## src/design/pam_pkg.sv

```systemverilog
// ----------------------------------------------------------------------------
// pam_pkg - shared types and constants for the pad autorepeat mapper
// Field widths, register map, reset values and the bundles passed between
// the mapper's submodules.
// ----------------------------------------------------------------------------
`default_nettype none

package pam_pkg;

  localparam int NUM_PORTS  = 2;
  localparam int PORT_W     = 1;
  localparam int BTN_W      = 16;
  localparam int DIR_W      = 8;
  localparam int WORD_W     = BTN_W + DIR_W;
  localparam int AXIS_W     = 8;
  localparam int CNT_W      = 8;
  localparam int CFG_AW     = 5;
  localparam int CFG_DW     = 32;
  localparam int IN_DATA_W  = BTN_W + 4 * AXIS_W;
  localparam int IN_USER_W  = 3;
  localparam int OUT_DATA_W = 2 * WORD_W + AXIS_W;
  localparam int OUT_USER_W = 1;

  typedef logic [WORD_W-1:0] word_t;
  typedef logic [AXIS_W-1:0] axis_t;
  typedef logic [CNT_W-1:0]  cnt_t;

  // register indexes (byte address / 4)
  typedef enum logic [2:0] {
    REG_HIGH_THR     = 3'd0,
    REG_LOW_THR      = 3'd1,
    REG_RPT_START    = 3'd2,
    REG_SLOW_RELOAD  = 3'd3,
    REG_FAST_RELOAD  = 3'd4,
    REG_SLOW_REPEATS = 3'd5
  } reg_idx_t;

  localparam axis_t RST_HIGH_THR     = 8'd191;
  localparam axis_t RST_LOW_THR      = 8'd64;
  localparam cnt_t  RST_RPT_START    = 8'd21;
  localparam cnt_t  RST_SLOW_RELOAD  = 8'd17;
  localparam cnt_t  RST_FAST_RELOAD  = 8'd19;
  localparam cnt_t  RST_SLOW_REPEATS = 8'd20;

  typedef struct packed {
    axis_t high_thr;
    axis_t low_thr;
    cnt_t  rpt_start;
    cnt_t  slow_reload;
    cnt_t  fast_reload;
    cnt_t  slow_repeats;
  } cfg_regs_t;

  typedef struct packed {
    logic [PORT_W-1:0] port;
    logic              pad_ready;
    logic              read_ok;
    logic [BTN_W-1:0]  buttons_raw;
    axis_t             right_horiz;
    axis_t             right_vert;
    axis_t             left_horiz;
    axis_t             left_vert;
  } poll_t;

  typedef struct packed {
    word_t press_word;
    word_t held_word;
    axis_t stick_amount;
    logic  read_done;
  } result_t;

  // per-request control shared by the stick and typematic units
  typedef struct packed {
    logic advance;    // request in the input register moves to the result register
    logic port_ok;    // port index within range
    logic good;       // port ok, ready and read succeeded
  } step_ctl_t;

endpackage

`default_nettype wire

```

## src/design/pam_cfg.sv

```systemverilog
// ----------------------------------------------------------------------------
// pam_cfg - configuration register file
// APB-style write/read access to the thresholds and repeat timing registers.
// ----------------------------------------------------------------------------
`default_nettype none

module pam_cfg
  import pam_pkg::*;
(
  input  wire logic              clk,
  input  wire logic              rst_n,
  input  wire logic              psel,
  input  wire logic              penable,
  input  wire logic              pwrite,
  input  wire logic [CFG_AW-1:0] paddr,
  input  wire logic [CFG_DW-1:0] pwdata,
  output logic      [CFG_DW-1:0] prdata,
  output logic                   pready,
  output cfg_regs_t              regs
);

  cfg_regs_t regs_r;
  reg_idx_t  idx;
  logic      wr_en;
  axis_t     rd_val;

  assign pready = 1'b1;
  assign idx    = reg_idx_t'(paddr[CFG_AW-1:2]);
  assign wr_en  = psel & penable & pwrite;
  assign regs   = regs_r;

  always_ff @(posedge clk) begin
    if (!rst_n) begin
      regs_r.high_thr     <= RST_HIGH_THR;
      regs_r.low_thr      <= RST_LOW_THR;
      regs_r.rpt_start    <= RST_RPT_START;
      regs_r.slow_reload  <= RST_SLOW_RELOAD;
      regs_r.fast_reload  <= RST_FAST_RELOAD;
      regs_r.slow_repeats <= RST_SLOW_REPEATS;
    end else if (wr_en) begin
      case (idx)
        REG_HIGH_THR:     regs_r.high_thr     <= pwdata[AXIS_W-1:0];
        REG_LOW_THR:      regs_r.low_thr      <= pwdata[AXIS_W-1:0];
        REG_RPT_START:    regs_r.rpt_start    <= pwdata[CNT_W-1:0];
        REG_SLOW_RELOAD:  regs_r.slow_reload  <= pwdata[CNT_W-1:0];
        REG_FAST_RELOAD:  regs_r.fast_reload  <= pwdata[CNT_W-1:0];
        REG_SLOW_REPEATS: regs_r.slow_repeats <= pwdata[CNT_W-1:0];
        default: ;
      endcase
    end
  end

  always_comb begin
    case (idx)
      REG_HIGH_THR:     rd_val = regs_r.high_thr;
      REG_LOW_THR:      rd_val = regs_r.low_thr;
      REG_RPT_START:    rd_val = regs_r.rpt_start;
      REG_SLOW_RELOAD:  rd_val = regs_r.slow_reload;
      REG_FAST_RELOAD:  rd_val = regs_r.fast_reload;
      REG_SLOW_REPEATS: rd_val = regs_r.slow_repeats;
      default:          rd_val = '0;
    endcase
  end

  assign prdata = {{(CFG_DW-AXIS_W){1'b0}}, rd_val};

endmodule

`default_nettype wire

```

## src/design/pam_stick.sv

```systemverilog
// ----------------------------------------------------------------------------
// pam_stick - stick to direction substitution
// Inverts the buttons and, on every second good read, replaces the word with
// the one-hot direction of the highest-priority deflected axis.
// ----------------------------------------------------------------------------
`default_nettype none

module pam_stick
  import pam_pkg::*;
(
  input  wire logic      clk,
  input  wire logic      rst_n,
  input  wire step_ctl_t ctl,
  input  wire poll_t     poll,
  input  wire cfg_regs_t regs,
  output word_t          word,
  output axis_t          amount
);

  logic             phase_r;
  axis_t            value_r;
  logic             use_stick;
  logic [DIR_W-1:0] hit;
  logic [DIR_W-1:0] first;
  axis_t            amt [DIR_W];
  axis_t            sel_amt;

  assign use_stick = ~phase_r;

  // priority order: rh+, rh-, rv-, rv+, lh+, lh-, lv-, lv+
  always_comb begin
    hit[0] = poll.right_horiz >= regs.high_thr;
    hit[1] = poll.right_horiz <= regs.low_thr;
    hit[2] = poll.right_vert  <= regs.low_thr;
    hit[3] = poll.right_vert  >= regs.high_thr;
    hit[4] = poll.left_horiz  >= regs.high_thr;
    hit[5] = poll.left_horiz  <= regs.low_thr;
    hit[6] = poll.left_vert   <= regs.low_thr;
    hit[7] = poll.left_vert   >= regs.high_thr;
    amt[0] = poll.right_horiz - regs.high_thr;
    amt[1] = regs.low_thr - poll.right_horiz;
    amt[2] = regs.low_thr - poll.right_vert;
    amt[3] = poll.right_vert - regs.high_thr;
    amt[4] = poll.left_horiz - regs.high_thr;
    amt[5] = regs.low_thr - poll.left_horiz;
    amt[6] = regs.low_thr - poll.left_vert;
    amt[7] = poll.left_vert - regs.high_thr;
  end

  // isolate lowest set bit
  assign first = hit & (~hit + DIR_W'(1));

  always_comb begin
    sel_amt = '0;
    for (int k = 0; k < DIR_W; k++) begin
      if (first[k]) begin
        sel_amt = sel_amt | amt[k];
      end
    end
  end

  always_comb begin
    if (use_stick && (|hit)) begin
      word = {first, {BTN_W{1'b0}}};
    end else begin
      word = {{DIR_W{1'b0}}, ~poll.buttons_raw};
    end
    amount = (ctl.good && use_stick) ? sel_amt : value_r;
  end

  always_ff @(posedge clk) begin
    if (!rst_n) begin
      phase_r <= 1'b0;
      value_r <= '0;
    end else if (ctl.advance && ctl.good) begin
      phase_r <= ~phase_r;
      if (use_stick) begin
        value_r <= sel_amt;
      end
    end
  end

endmodule

`default_nettype wire

```

## src/design/pam_typematic.sv

```systemverilog
// ----------------------------------------------------------------------------
// pam_typematic - per-port press detection and auto-repeat
// Keeps the previous word, hold and repeat counters and last press of each
// port and forms the press, held and read done outputs for one request.
// ----------------------------------------------------------------------------
`default_nettype none

module pam_typematic
  import pam_pkg::*;
(
  input  wire logic      clk,
  input  wire logic      rst_n,
  input  wire step_ctl_t ctl,
  input  wire poll_t     poll,
  input  wire word_t     word,
  input  wire cfg_regs_t regs,
  output word_t          press_word,
  output word_t          held_word,
  output logic           read_done
);

  word_t prev_r  [NUM_PORTS];
  cnt_t  hold_r  [NUM_PORTS];
  cnt_t  rpt_r   [NUM_PORTS];
  word_t last_r  [NUM_PORTS];

  word_t prev_q, last_q;
  cnt_t  hold_q, rpt_q, hold_inc;
  word_t prev_nxt, last_nxt;
  cnt_t  hold_nxt, rpt_nxt;
  logic  [PORT_W-1:0] p;

  assign p      = poll.port;
  assign prev_q = prev_r[p];
  assign hold_q = hold_r[p];
  assign rpt_q  = rpt_r[p];
  assign last_q = last_r[p];

  assign hold_inc = (hold_q != {CNT_W{1'b1}}) ? hold_q + CNT_W'(1) : hold_q;

  always_comb begin
    prev_nxt   = prev_q;
    hold_nxt   = hold_q;
    rpt_nxt    = rpt_q;
    last_nxt   = last_q;
    press_word = '0;
    held_word  = '0;
    read_done  = 1'b0;
    if (ctl.port_ok) begin
      held_word = prev_q;
      if (!poll.pad_ready) begin
        last_nxt = '0;
      end else if (!poll.read_ok) begin
        press_word = last_q;
      end else begin
        held_word  = word;
        read_done  = 1'b1;
        press_word = word & ~prev_q;
        if (prev_q == word) begin
          hold_nxt = hold_inc;
          if (hold_inc >= regs.rpt_start) begin
            press_word = word;
            hold_nxt   = (rpt_q < regs.slow_repeats) ? regs.slow_reload : regs.fast_reload;
            rpt_nxt    = (rpt_q != {CNT_W{1'b1}}) ? rpt_q + CNT_W'(1) : rpt_q;
          end
        end else begin
          hold_nxt = '0;
          rpt_nxt  = '0;
          prev_nxt = word;
        end
        last_nxt = press_word;
      end
    end
  end

  always_ff @(posedge clk) begin
    if (!rst_n) begin
      for (int k = 0; k < NUM_PORTS; k++) begin
        prev_r[k] <= '0;
        hold_r[k] <= '0;
        rpt_r[k]  <= '0;
        last_r[k] <= '0;
      end
    end else if (ctl.advance && ctl.port_ok) begin
      prev_r[p] <= prev_nxt;
      hold_r[p] <= hold_nxt;
      rpt_r[p]  <= rpt_nxt;
      last_r[p] <= last_nxt;
    end
  end

endmodule

`default_nettype wire

```

## src/design/pad_autorepeat_joystick_mapper.sv

```systemverilog
// ----------------------------------------------------------------------------
// pad_autorepeat_joystick_mapper - controller poll mapper with auto-repeat
// Turns controller polls into held and press words with stick directions.
// ----------------------------------------------------------------------------
// Usage:
//   in_*   one poll request per transfer: port, ready and read status in
//          tuser, buttons and four stick axes in tdata.
//   out_*  one result per poll: press word, held word, stick amount in tdata,
//          read done flag in tuser.
//   cfg_*  APB-style register port, thresholds and repeat timing; write only
//          while no request is in flight.
// A request is registered on acceptance, processed by one level of compare
// and counter logic and lands in the result register, which drives out_tvalid.
// One request per cycle is sustained while the receiver does not stall; the
// per-port state is read and written as the request moves on, so consecutive
// polls of the same port chain directly.
// When the receiver stalls the result register holds and the input register
// fills; in_tready drops only when both are occupied.
// Reset clears all per-port state, the stick phase and amount, and loads the
// register defaults; no clearing pass is needed.
// ----------------------------------------------------------------------------
`default_nettype none

module pad_autorepeat_joystick_mapper
  import pam_pkg::*;
(
  input  wire logic                  clk,
  input  wire logic                  rst_n,
  // tdata: buttons_raw, right_horiz, right_vert, left_horiz, left_vert
  input  wire logic [IN_DATA_W-1:0]  in_tdata,
  // tuser: port, pad_ready, read_ok
  input  wire logic [IN_USER_W-1:0]  in_tuser,
  input  wire logic                  in_tvalid,
  output logic                       in_tready,
  // tdata: press_word, held_word, stick_amount
  output logic      [OUT_DATA_W-1:0] out_tdata,
  // tuser: read_done
  output logic      [OUT_USER_W-1:0] out_tuser,
  output logic                       out_tvalid,
  input  wire logic                  out_tready,
  input  wire logic                  cfg_psel,
  input  wire logic                  cfg_penable,
  input  wire logic                  cfg_pwrite,
  input  wire logic [CFG_AW-1:0]     cfg_paddr,
  input  wire logic [CFG_DW-1:0]     cfg_pwdata,
  output logic      [CFG_DW-1:0]     cfg_prdata,
  output logic                       cfg_pready
);

  cfg_regs_t regs;
  step_ctl_t ctl;
  poll_t     in_poll_r, in_poll_nxt;
  logic      in_v_r, in_v_nxt;
  result_t   out_res_r, out_res_nxt;
  logic      out_v_r, out_v_nxt;
  logic      accept;
  word_t     word;
  word_t     press_word, held_word;
  axis_t     stick_amount;
  logic      read_done;

  pam_cfg u_cfg (
    .clk     (clk),
    .rst_n   (rst_n),
    .psel    (cfg_psel),
    .penable (cfg_penable),
    .pwrite  (cfg_pwrite),
    .paddr   (cfg_paddr),
    .pwdata  (cfg_pwdata),
    .prdata  (cfg_prdata),
    .pready  (cfg_pready),
    .regs    (regs)
  );

  always_comb begin
    ctl.advance = in_v_r & (~out_v_r | out_tready);
    ctl.port_ok = (int'(in_poll_r.port) < NUM_PORTS);
    ctl.good    = ctl.port_ok & in_poll_r.pad_ready & in_poll_r.read_ok;
  end

  assign in_tready = ~in_v_r | ctl.advance;
  assign accept    = in_tvalid & in_tready;

  always_comb begin
    in_poll_nxt.port        = in_tuser[0 +: PORT_W];
    in_poll_nxt.pad_ready   = in_tuser[PORT_W];
    in_poll_nxt.read_ok     = in_tuser[PORT_W+1];
    in_poll_nxt.buttons_raw = in_tdata[BTN_W-1:0];
    in_poll_nxt.right_horiz = in_tdata[BTN_W +: AXIS_W];
    in_poll_nxt.right_vert  = in_tdata[BTN_W+AXIS_W +: AXIS_W];
    in_poll_nxt.left_horiz  = in_tdata[BTN_W+2*AXIS_W +: AXIS_W];
    in_poll_nxt.left_vert   = in_tdata[BTN_W+3*AXIS_W +: AXIS_W];
    in_v_nxt = accept ? 1'b1 : (ctl.advance ? 1'b0 : in_v_r);
  end

  pam_stick u_stick (
    .clk    (clk),
    .rst_n  (rst_n),
    .ctl    (ctl),
    .poll   (in_poll_r),
    .regs   (regs),
    .word   (word),
    .amount (stick_amount)
  );

  pam_typematic u_typematic (
    .clk        (clk),
    .rst_n      (rst_n),
    .ctl        (ctl),
    .poll       (in_poll_r),
    .word       (word),
    .regs       (regs),
    .press_word (press_word),
    .held_word  (held_word),
    .read_done  (read_done)
  );

  always_comb begin
    out_res_nxt.press_word   = press_word;
    out_res_nxt.held_word    = held_word;
    // out-of-range port gives all zeros
    out_res_nxt.stick_amount = ctl.port_ok ? stick_amount : '0;
    out_res_nxt.read_done    = read_done;
    out_v_nxt = ctl.advance ? 1'b1 : (out_tready ? 1'b0 : out_v_r);
  end

  always_ff @(posedge clk) begin
    if (!rst_n) begin
      in_v_r  <= 1'b0;
      out_v_r <= 1'b0;
    end else begin
      in_v_r  <= in_v_nxt;
      out_v_r <= out_v_nxt;
    end
  end

  always_ff @(posedge clk) begin
    if (accept) begin
      in_poll_r <= in_poll_nxt;
    end
    if (ctl.advance) begin
      out_res_r <= out_res_nxt;
    end
  end

  assign out_tvalid = out_v_r;
  assign out_tdata  = {out_res_r.stick_amount, out_res_r.held_word, out_res_r.press_word};
  assign out_tuser  = out_res_r.read_done;

endmodule

`default_nettype wire

```

## config.mk

```make
export PLATFORM = sky130hd
export DESIGN_NAME = pad_autorepeat_joystick_mapper
export DESIGN_NICKNAME = d
export VERILOG_FILES = /design/src/design/pam_pkg.sv /design/src/design/pam_cfg.sv /design/src/design/pam_stick.sv /design/src/design/pam_typematic.sv /design/src/design/pad_autorepeat_joystick_mapper.sv
export SDC_FILE = /design/constraint.sdc
export NUM_CORES = 1
export LEC_CHECK = 0
export BUFFER_PORTS_ARGS = -buffer_cell sky130_fd_sc_hd__buf_4
export CAP_MARGIN = 20
export CORE_UTILIZATION = 55
export CTS_BUF_LIST = sky130_fd_sc_hd__clkbuf_4
export CTS_CLUSTER_SIZE = 10
export DETAILED_ROUTE_END_ITERATION = 8
export PLACE_DENSITY = 0.84
export SYNTH_ARGS = -nofsm -noshare
export SYNTH_HDL_FRONTEND = slang
export SYNTH_SLANG_ARGS = --single-unit
```

## constraint.sdc

```tcl
create_clock -name clk -period 8.3 [get_ports clk]
set_clock_uncertainty 0.15 [all_clocks]
set_input_delay 1.245 -clock clk [delete_from_list [all_inputs] [get_ports clk]]
set_output_delay 1.245 -clock clk [all_outputs]
set_load 0.03 [all_outputs]
```

Yosys cells after proc, flatten, opt, wreduce, memory -nomap -nowiden
Memory sizes are Yosys's and may differ from the RTL's. A register that Yosys moved wholly into a read port is not among the register bits. Index checks and enable logic that the tools add are counted.

Bits in registers: 167. RAM bits: 128. Input bits: 95. Output and inout bits: 92. Word-level logic and storage cells: 151. Memories: 4.

$add $sub $neg: 11. $lt $le $gt $ge: 10. Equality and inequality tests: 8. Mux-type cells: 56. Bitwise logic cells: 22. Reductions and logical operators: 18.

Memories: u_typematic.last_r (depth 2, width 24, rd ports 1, clocked after Yosys merged registers in 1, write ports 2, RTL line pam_typematic.sv:25) `word_t last_r [NUM_PORTS];`; u_typematic.prev_r (depth 2, width 24, rd ports 1, clocked after Yosys merged registers in 1, write ports 2, RTL line pam_typematic.sv:22) `word_t prev_r [NUM_PORTS];`; u_typematic.hold_r (depth 2, width 8, rd ports 1, clocked after Yosys merged registers in 1, write ports 2, RTL line pam_typematic.sv:23) `cnt_t hold_r [NUM_PORTS];`; u_typematic.rpt_r (depth 2, width 8, rd ports 1, clocked after Yosys merged registers in 1, write ports 2, RTL line pam_typematic.sv:24) `cnt_t rpt_r [NUM_PORTS];`.

Operators by type and width (count): 2-to-1 mux 24 bit (12); 2-to-1 mux 8 bit (22); subtractor 8 bit (8); bitwise OR 8 bit (7); one-hot mux 8 bit (6 select lines) (1); OR reduction 24 bit (2); >= comparator 8 bit (5); <= comparator 8 bit (4); adder 8 x 1 -> 8 bit, second input constant (3); bitwise AND 24 bit (1); equality test 24 bit (1); inverter 24 bit (1); OR reduction 8 bit (3); 2-to-1 mux 1 bit (21); inequality test 8 bit, second input constant (2); inverter 16 bit (1); AND reduction 2 bit (7); bitwise AND 8 bit (1); < comparator 8 bit (1); inverter 8 bit (1); equality test 3 x 2 -> 1 bit, second input constant (2); equality test 3 bit, second input constant (2); bitwise AND 1 bit (5); nonzero test 2 bit (2); other kinds (5) (10).

Depth between registers and ports, before layout
Depth in word-level cells: 20. Gate-level depth with buffers: 22. Depth with buffers taken out: 19.

Cells and area by module
From an unflattened synthesis, not the netlist that was laid out.

Cells, all modules: 1718. Area total of the unflattened synthesis: 17983.5 um^2.

Modules (own cells, without submodules): pam_typematic (times used 1, cells an instance 792, area an instance 8331.7 um^2, seq. area each 3843.7 um^2); pam_stick (times used 1, cells an instance 546, area an instance 3843.7 um^2, seq. area each 180.2 um^2); pad_autorepeat_joystick_mapper (times used 1, cells an instance 119, area an instance 3357.0 um^2, seq. area each 3283.1 um^2); pam_cfg (times used 1, cells an instance 261, area an instance 2451.1 um^2, seq. area each 960.9 um^2).

Worst setup path before layout
No wires, ideal clock.

Kind: input-to-reg. From: input port out_tready. To: memory u_typematic.hold_r[0][0] in the netlist's numbering, enable pin. Setup time: 0.424 ns. Data arrival time: 6.286 ns. Required time: 7.726 ns. Slack: 1.440 ns. Cell stages on the path: 7. Buffers on the path: 2. Path through: nor2b_1 nor2b_1 nand2_1 or2_2 clkbuf_1 clkbuf_1 nand2_1.

RTL lines: start: declaration (RTL line pad_autorepeat_joystick_mapper.sv:40) `input wire logic out_tready,`; end: declaration (RTL line pam_typematic.sv:23).

==> reports/metrics.cfg <==
[floorplan]
rows = 64
die_area_mm2 = 0.0323
core-area_mm2 = 0.0308
die_x_um = 180
die_y_um = 180
ios = 187
start_util = 0.563

[drt]
finalWirelength_mm = 45.0
post-route-drc-count = 24
ant_nets = 0
routed_via_density = 6.03
num_vias = 13700
wl_per_cell_um = 19.8
drtPass1Iterations = 7
drt_iter0_drc = 1233

[global_route]
grt-ovfl-total = 0
grt_pass1_wl_mm = 70.0
antenna_found_initial = 1
grt_start_max_net_pins = 65
grt.total_usage = 0.277
grt_pass1_vias = 13100

[placed_design]
port_buffers = 135
placed_cells = 2131
gp_congestion = 0.934
dp_hpwl_mm = 30.9
dpl_cell_area_mm2 = 0.0186

[sta]
fin_crit_ps = 6370
tns_ps = 0
tightest_slew_ps = 1070
finalCritPeriodShare = 0.767
max_slew_margin = 0.285
setup_violations = 0
rsz0062_at_grt = false
slew_violations = 0
hold_viol_final = 0
fmax_mhz = 157

[logic_synthesis]
synth_ff_type = edfxtp_1
ys_types = 84
async_flop_share = 0
avgSynthCellArea_um2 = 10.5
syn-cell-area_mm2 = 0.0174
yosysSeqAreaShare = 0.477
synth-edff-count = 236
yosys.area.top_type = edfxtp_1
yosysWarnings = 0
synth.top_cell.area_share = 0.408
post_synth_main_area_contributors = edfxtp_1, ha_1, dfxtp_1, mux2i_1, nor2_1
ys_ff_latch = 296
synth_cells = 1659

[hold_path]
hold_path_class = reg2reg
whs_path_depth = 2
whs_endpoint = u_cfg.regs[8]
hp-start = u_cfg.regs[8]

[finish]
instances_no_fill = 2272
fin_area_mm2 = 0.0197
drive_gt1_frac = 0.192
fin_nets = 2024
mostFrequentLayoutCell = edfxtp_1
nFillCells = 2376
layout.area.seq_mm2 = 0.00829
layout_common_cells = edfxtp_1, nor2_1, buf_4, clkbuf_4, inv_1
multi_input_area_mm2 = 0.00825
syn_to_final_growth_pct = 13.4

[cts]
cts-hold-fix-buffers = 0
cts_resized = 0
post_cts_buffers = 0
clk_latency_ps = 800
cts_root_buf = clkbuf_4
tritoncts = yes
cts_made_buffers = 78
h-tree-depth = 3
numClockSinks = 296
clock_path_buffers = 3
clk_pin_slew_ps = 70

[job]
max_cap_viol_count = 0

[setup_path]
worstSetupEndpointType = flip-flop
cp_max_fo = 41
r2r_end = u_typematic.last_r[1][17]
r2r_cells = 21
r2r_start = u_cfg.regs[32]
worst-setup-path-type = reg2reg
required_ps = 8760
rrSetupSlack_ps = 1930
worst_ep_arrival_time_ps = 6830
cp-start-kind = flip-flop

[run_status]
violations = DRC
status = finished, violations left

[power_and_ir_drop]
max-vdd-ir-drop_mv = 0.134
pwr_density_cell_mw_per_mm2 = 186
p_leak_uw = 0.00805

[synthesized netlist by cell type (19+ instances only)]
| library cell | count |
|---|---|
| mux2_2 | 39 |
| inv_1 | 110 |
| o21a_1 | 28 |
| a21o_1 | 21 |
| edfxtp_1 | 236 |
| nor3_1 | 48 |
| xor2_1 | 24 |
| a31oi_1 | 46 |
| buf_4 | 25 |
| nand2b_1 | 24 |
| nand2_1 | 78 |
| nor2b_1 | 54 |
| o21ai_0 | 44 |
| a21oi_1 | 71 |
| ha_1 | 105 |
| xnor2_1 | 19 |
| dfxtp_1 | 60 |
| clkbuf_1 | 53 |
| mux2i_1 | 88 |
| a211oi_1 | 20 |
| nor2_1 | 218 |
[state kept, by name (all words and copies together), names as in the netlist, named ones only]
signal / cells
out_tvalid: 1
in_poll_r: 51
out_tuser: 1
out_tdata: 56
u_typematic.last_r: 48
u_typematic.hold_r: 16
in_v_r: 1
u_typematic.rpt_r: 16
u_typematic.prev_r: 48
u_stick.phase_r: 1
u_stick.value_r: 8
u_cfg.regs: 48
[critical path: stages, from the launching register on]
cell and delay (ps):
dfxtp_1 330, inv_1 160, ha_1 280, fa_1 410, nand2b_1 170, a21oi_1 250
nor2_1 90, o31a_1 450, nor4b_4 220, a21oi_4 220, buf_4 450, nor2_1 130
ha_1 320, nand4_1 200, nor4_1 490, nand2_1 290, nor2_1 240, nand2_1 260
buf_16 270, a2111oi_0 410, o221ai_1 260, nor2_1 160
[through the flow]
| step | hold slack [ps] | power, µW | setup slack, ps | utilization |
|---|---|---|---|---|
| 4_1_cts | 349 | 3680 | 1530 | 0.638 |
| 5_1_grt | 380 | 3820 | 1430 | 0.639 |
| 6_report | 348 | 3660 | 1930 | 0.639 |
| 2_1_floorplan | 301 | 2140 | 1440 | - |
| 3_3_place_gp | 325 | 2290 | 1770 | 0.603 |
| 3_5_place_dp | 330 | 2300 | 1580 | 0.603 |
[cell type report]
type	count	share of cell area
tap	396	0.0252
multi-input combinational	1175	0.419
clock buffer	112	0.0427
clock inverter	26	0.0112
inverter	112	0.0214
sequential	296	0.421
antenna	2	0.000254
timing repair buffer	153	0.0594
[report_power, final]
| part | switching (µW) | total, µW | internal [µW] |
|---|---|---|---|
| combinational | 367 | 572 | 205 |
| sequential | 37.3 | 1710 | 1680 |
| clock | 627 | 1380 | 750 |
[metal layers]
layer / vias up / share of wire / wire, µm / GRT usage
li1: 6407 / - / - / -
met4: 0 / 0.031 / 1410 / 0.124
met1: 6509 / 0.42 / 18900 / 0.365
met5: - / 0 / 0 / 0
met3: 118 / 0.073 / 3290 / 0.0480
met2: 671 / 0.48 / 21400 / 0.448
[kinds of logic after synthesis]
kind of cell,share of synthesized area
compound gates,0.137
xor+xnor,0.0217
mux,0.0773
buf+inv,0.0545
flops,0.477
simple gates,0.147
other cells,0.000432
fa+ha+maj,0.0849
[how the worst max path moves through the flow]
stage                              start                        end  slack, ps
after CTS                 u_cfg.regs[32]  u_typematic.last_r[0][17]       1530
final                     u_cfg.regs[32]  u_typematic.last_r[1][17]       1930
after detailed placement  u_cfg.regs[32]  u_typematic.last_r[0][17]       1580
after global routing      u_cfg.regs[32]  u_typematic.last_r[1][17]       1430
after global placement    u_cfg.regs[32]  u_typematic.last_r[0][17]       1770
after floorplan               out_tready   u_typematic.hold_r[0][0]       1440
Power figures use the tool's default switching activity.
